$ cat src/assert_macros.svh
`ifndef ASSERT_MACROS_SVH
`define ASSERT_MACROS_SVH
`ifndef SYNTHESIS
`define ASSERT_CLK(label, prop, msg) \
	label: assert property (@(posedge clk) disable iff (!arst_n) (prop)) else $error(msg);
`define ASSERT_NEVER(label, expr, msg) \
	label: assert property (@(posedge clk) disable iff (!arst_n) !(expr)) else $error(msg);
`else
`define ASSERT_CLK(label, prop, msg)
`define ASSERT_NEVER(label, expr, msg)
`endif
`endif

$ cat src/rqm_pkg.sv
package rqm_pkg;
	localparam int QueueDepthDef = 64;
	localparam int HandleBitsDef = 16;

	localparam logic [1:0] OP_TICK = 2'd0;
	localparam logic [1:0] OP_CHUNK = 2'd1;
	localparam logic [1:0] OP_SEND = 2'd2;
	localparam logic [1:0] OP_ACK = 2'd3;

	localparam logic [2:0] ST_DONE = 3'd0;
	localparam logic [2:0] ST_SENT = 3'd1;
	localparam logic [2:0] ST_NONE = 3'd2;
	localparam logic [2:0] ST_ACK_SENT = 3'd3;
	localparam logic [2:0] ST_ACK_PEND = 3'd4;
	localparam logic [2:0] ST_ACK_UNK = 3'd5;
	localparam logic [2:0] ST_REFUSED = 3'd6;

	localparam logic [1:0] REG_MAX_TOTAL = 2'd0;
	localparam logic [1:0] REG_WARN_TOTAL = 2'd1;
	localparam logic [1:0] REG_MAX_RESEND = 2'd2;
	localparam logic [1:0] REG_TIMEOUT = 2'd3;

	typedef struct packed {
		logic [1:0] opcode;
		logic [15:0] chunk_handle;
		logic [31:0] ack_id;
	} req_t;

	typedef struct packed {
		logic [2:0] status;
		logic [15:0] sent_handle;
		logic [31:0] sent_id;
		logic overflow_dropped;
		logic [15:0] overflow_handle;
		logic retry_queued;
		logic expired_dropped;
		logic [15:0] expired_handle;
		logic near_full_warning;
		logic [6:0] occupancy;
	} rsp_t;
endpackage

$ cat src/rqm_ring.sv
module rqm_ring import rqm_pkg::*; #(
	parameter int Depth = QueueDepthDef,
	parameter int Width = 56
) (
	input logic clk,
	input logic we,
	input logic [$clog2(Depth)-1:0] waddr,
	input logic [Width-1:0] wdata,
	input logic [$clog2(Depth)-1:0] raddr,
	output logic [Width-1:0] rdata
);
	logic [Width-1:0] mem [1 << $clog2(Depth)];
	always_ff @(posedge clk) begin
		if (we) mem[waddr] <= wdata;
		rdata <= mem[raddr];
	end
endmodule

$ cat config.mk
export PLATFORM = sky130hd
export DESIGN_NAME = rqm_ring
export DESIGN_NICKNAME = d
export VERILOG_FILES = /design/src/assert_macros.svh /design/src/rqm_pkg.sv /design/src/rqm_ring.sv
export SDC_FILE = /design/constraint.sdc
export NUM_CORES = 2
export LEC_CHECK = 0
export BUFFER_PORTS_ARGS = -buffer_cell sky130_fd_sc_hd__buf_2
export CAP_MARGIN = 20
export CORE_MARGIN = 2
export CORE_UTILIZATION = 25
export CTS_BUF_LIST = sky130_fd_sc_hd__clkbuf_4 sky130_fd_sc_hd__clkbuf_8
export CTS_CLUSTER_SIZE = 25
export DETAILED_ROUTE_END_ITERATION = 10
export PLACE_DENSITY = 0.46
export SYNTH_ARGS = -nofsm -noshare
export SYNTH_HDL_FRONTEND = slang
export SYNTH_SLANG_ARGS = --single-unit
$ cat constraint.sdc
create_clock -name clk -period 12.93 [get_ports clk]
set_clock_uncertainty 0.2 [all_clocks]
set_input_delay 1.293 -clock clk [delete_from_list [all_inputs] [get_ports clk]]
set_output_delay 1.293 -clock clk [all_outputs]
set_load 0.05 [all_outputs]
Word level (Yosys, flattened, before mapping)
Memory sizes are Yosys's and may differ from the RTL's. A register that Yosys moved wholly into a read port is not among the register bits.
Cells that the tools add are included.

cells by class
  multiplexer cells = 2

operators with widths
  operator           count
  1-bit two-way mux  2

storage, ports and cells
  register bits = 0
  memory bits (writable) = 3584
  bits of input ports = 70
  output and inout bits = 56
  word-level logic and storage cells = 3
  memories = 1

memories
  memory  depth  width  read ports  clocked after Yosys merged registers in  write ports  RTL line        source
  mem     64     56     1           1                                        1            rqm_ring.sv:12  logic [Width-1:0] mem [1 << $clog2(Depth)];

Logic depth before layout (Yosys ltp)
  word-level depth = 2
  mapped depth = 10

Worst setup path after synthesis
OpenSTA, ideal clock, no wires.

  kind = input-to-reg
  start = input port waddr[3]
  end = memory mem[48][0], enable pin
  arrival = 5.602 ns
  data required time = 12.192 ns
  setup slack = 6.590 ns
  cell stages on the path = 4
  cell sequence = clkbuf_1 nor2b_1 nand4b_1 nor3_1

RTL lines
  element          RTL line        source
  start, declared  rqm_ring.sv:7   input logic [$clog2(Depth)-1:0] waddr,
  end, declared    rqm_ring.sv:12

Straight into the memory's write port.

==> flow_metrics.tcl <==
set metrics [dict create \
    startpoint_type "input pin" \
    area_growth_pct 16.8 \
    avgSynthCellArea_um2 23.0 \
    clock_latency_ns 1.22 \
    outcome "finished clean" \
    vias_per_cell 4.83 \
    fin_crit_ns 4.68 \
    portBuffers 125 \
    cts_tree "yes" \
    p_leak_uw 0.0492 \
    tightestPinTransition_ns 1.19 \
    ys_seq_area_share_pct 79.4 \
    postCtsHoldBufs 0 \
    gp_congestion 0.739 \
    netlist_area_um2 137000 \
    grtUsageTotal_pct 15.8 \
    core_um2 545000 \
    cp-end-kind "flop" \
    synth_cell_type_count 47 \
    fmax_ghz 0.214 \
    dieHeight_um 744 \
    ctsResizeCount 0 \
    routed_wl_mm 448 \
    yosysTopAreaCell "edfxtp_1" \
    yosysMostFrequentCell "edfxtp_1" \
    required_ns 13.83 \
    power.density_nw_per_um2 154 \
    clock_sinks 3640 \
    ys_warn_count 0 \
    drcViolationCount 0 \
    ys_ff_latch 3640 \
    instances_no_fill 14356 \
    grt_first_pass_wirelength_mm 605 \
    relSlewSlack_pct 20.5 \
    path_cells "buf_8 -> buf_4 -> buf_12 -> nand3b_1 -> buf_4 -> buf_4 -> o22ai_1 -> nor4_1 -> o22a_1" \
    netlist_instances 5949 \
    synth-edff-count 3584 \
    cp_max_fo 100 \
    finalSetupTns_ns 0 \
    cts_setup_buffers 0 \
    die_width_um 744 \
    detail_route.wl_per_cell_um 31.2 \
    ir_worst_vdd_uv 100 \
    synth_area_leaders "edfxtp_1 79%, mux4_2 13%, mux2i_1 1.6%" \
    period_share_pct 36.2 \
    numCtsBuffers 620 \
    io_pins 126 \
    synth_top_area_share_pct 78.6 \
    setup_viol 0 \
    dp_cells 13183 \
    drt-initial-drc-count 8241 \
    start_util_pct 25.1 \
    synth-main-ff-cell "edfxtp_1" \
    clock_tree.buffer_depth 4 \
    syn_nets 6019 \
    die_area_um2 554000 \
    nNetsFinal 6673 \
    critPathKind "in -> reg" \
    dr.pass1.iters 6 \
    fillCellCount 53297 \
    cp_common_cell "buf_4" \
    synthTopCellsByCount "3,584 x edfxtp_1, 803 x mux4_2, 252 x o22ai_1" \
    place_hpwl_mm 239 \
    grt_pass1_vias 70654 \
    worstPathArrival_ns 5.58 \
    grt_overflow_total 0 \
    clkTransAtPathRegs_ns 0.06 \
    slowest_stage "nor4_1" \
    drv_cap 0 \
    root_buffer "clkbuf_8" \
    async_reset_ff_share_pct 0 \
    grt_max_degree 115 \
    rows 271 \
    hold_class "in -> reg" \
    num_vias 69377 \
    antenna_found_initial 73 \
    htreeDepth 6 \
    max_stage_delay_ns 0.85 \
    final_antenna_net_count 0 \
    slew_viol_final 0 \
    drive_gt1_share_pct 32.0 \
    finalHoldViolations 0 \
    rsz0062_at_grt "false" \
]
area by class of cell:
| class | instances | area, um^2 | area share [%] |
|---|---|---|---|
| flip-flops and latches | 3640 | 109000 | 67.9 |
| multi-input cells | 1966 | 26900 | 16.8 |
| clock buffers | 879 | 10700 | 6.69 |
| well taps | 7234 | 9050 | 5.66 |
| repair buffers | 374 | 3110 | 1.94 |
| clock inverters | 227 | 1470 | 0.921 |
| diodes | 35 | 87.6 | 0.0547 |
| inverters | 1 | 8.76 | 0.00547 |
worst paths after layout:
| path | start | end | slack, ns | cells past startpoint |
|---|---|---|---|---|
| setup / recovery | raddr[2] | rdata[41] | 8.25 | 9 |
| setup reg to reg | mem[15][6] | rdata[6] | 10.68 | 5 |
| hold / removal | wdata[40] | mem[19][40] | 0.19 | 1 |
| hold reg to reg | mem[46][5] | rdata[5] | 0.60 | 4 |
sequential cells by signal, summed over array words and instances (netlist names):
register,count
rdata,56
mem,3584
logic make-up after synthesis:
family / count (synthesis) / synth area share [%]
mux: 1051 / 15.0
flops: 3640 / 79.4
compound gates: 591 / 2.99
buf+inv: 343 / 1.41
simple gates: 324 / 1.17
critical path, delay by kind of cell:
kind	cells	cell delay (ns)
AND/OR/NAND/NOR	2	1.10
AO/OA/AOI/OAI	2	0.44
buffers and inverters	5	2.42
power by group:
| group | internal [uW] | switching, uW |
|---|---|---|
| clock network | 5490 | 4780 |
| registers | 13100 | 73.6 |
| logic | 410 | 846 |
placed cells by master, fill, tap and decap left out, drive strengths merged, types with 73 or more instances in the layout:
cell type / synthesis / layout
o22ai: 252 / 252
nor2: 89 / 89
mux4: 803 / 803
nand2: 75 / 75
edfxtp: 3584 / 3584
a22oi: 73 / 73
clkinv: 0 / 179
clkbuf: 123 / 879
buf: 219 / 374
mux2i: 217 / 217
metal layers:
metal | vias up | track usage (%) | share of wire [%]
met2 | 3093 | 25.2 | 47
met5 | - | 0 | 0.039
met3 | 645 | 3.62 | 8.1
met1 | 38531 | 21.7 | 43
li1 | 27082 | - | -
met4 | 26 | 3.68 | 2.1
metrics by stage:
| step | area (um^2) | power (uW) | util [%] | hold WS [ns] | worst slack [ns] |
|---|---|---|---|---|---|
| finish | 160000 | 24700 | 29.4 | 0.192 | 8.25 |
| global route | 160000 | 25500 | 29.3 | 0.119 | 8.17 |
| CTS | 159000 | 24900 | 29.2 | 0.407 | 8.36 |
| detailed placement | 147000 | 14600 | 27.0 | 0.597 | 7.04 |
| global placement | 147000 | 14600 | 27.0 | 0.580 | 6.81 |
| floorplan | 137000 | 14000 | - | 0.499 | 6.59 |
No activity file was read; power rests on OpenSTA's default activity.
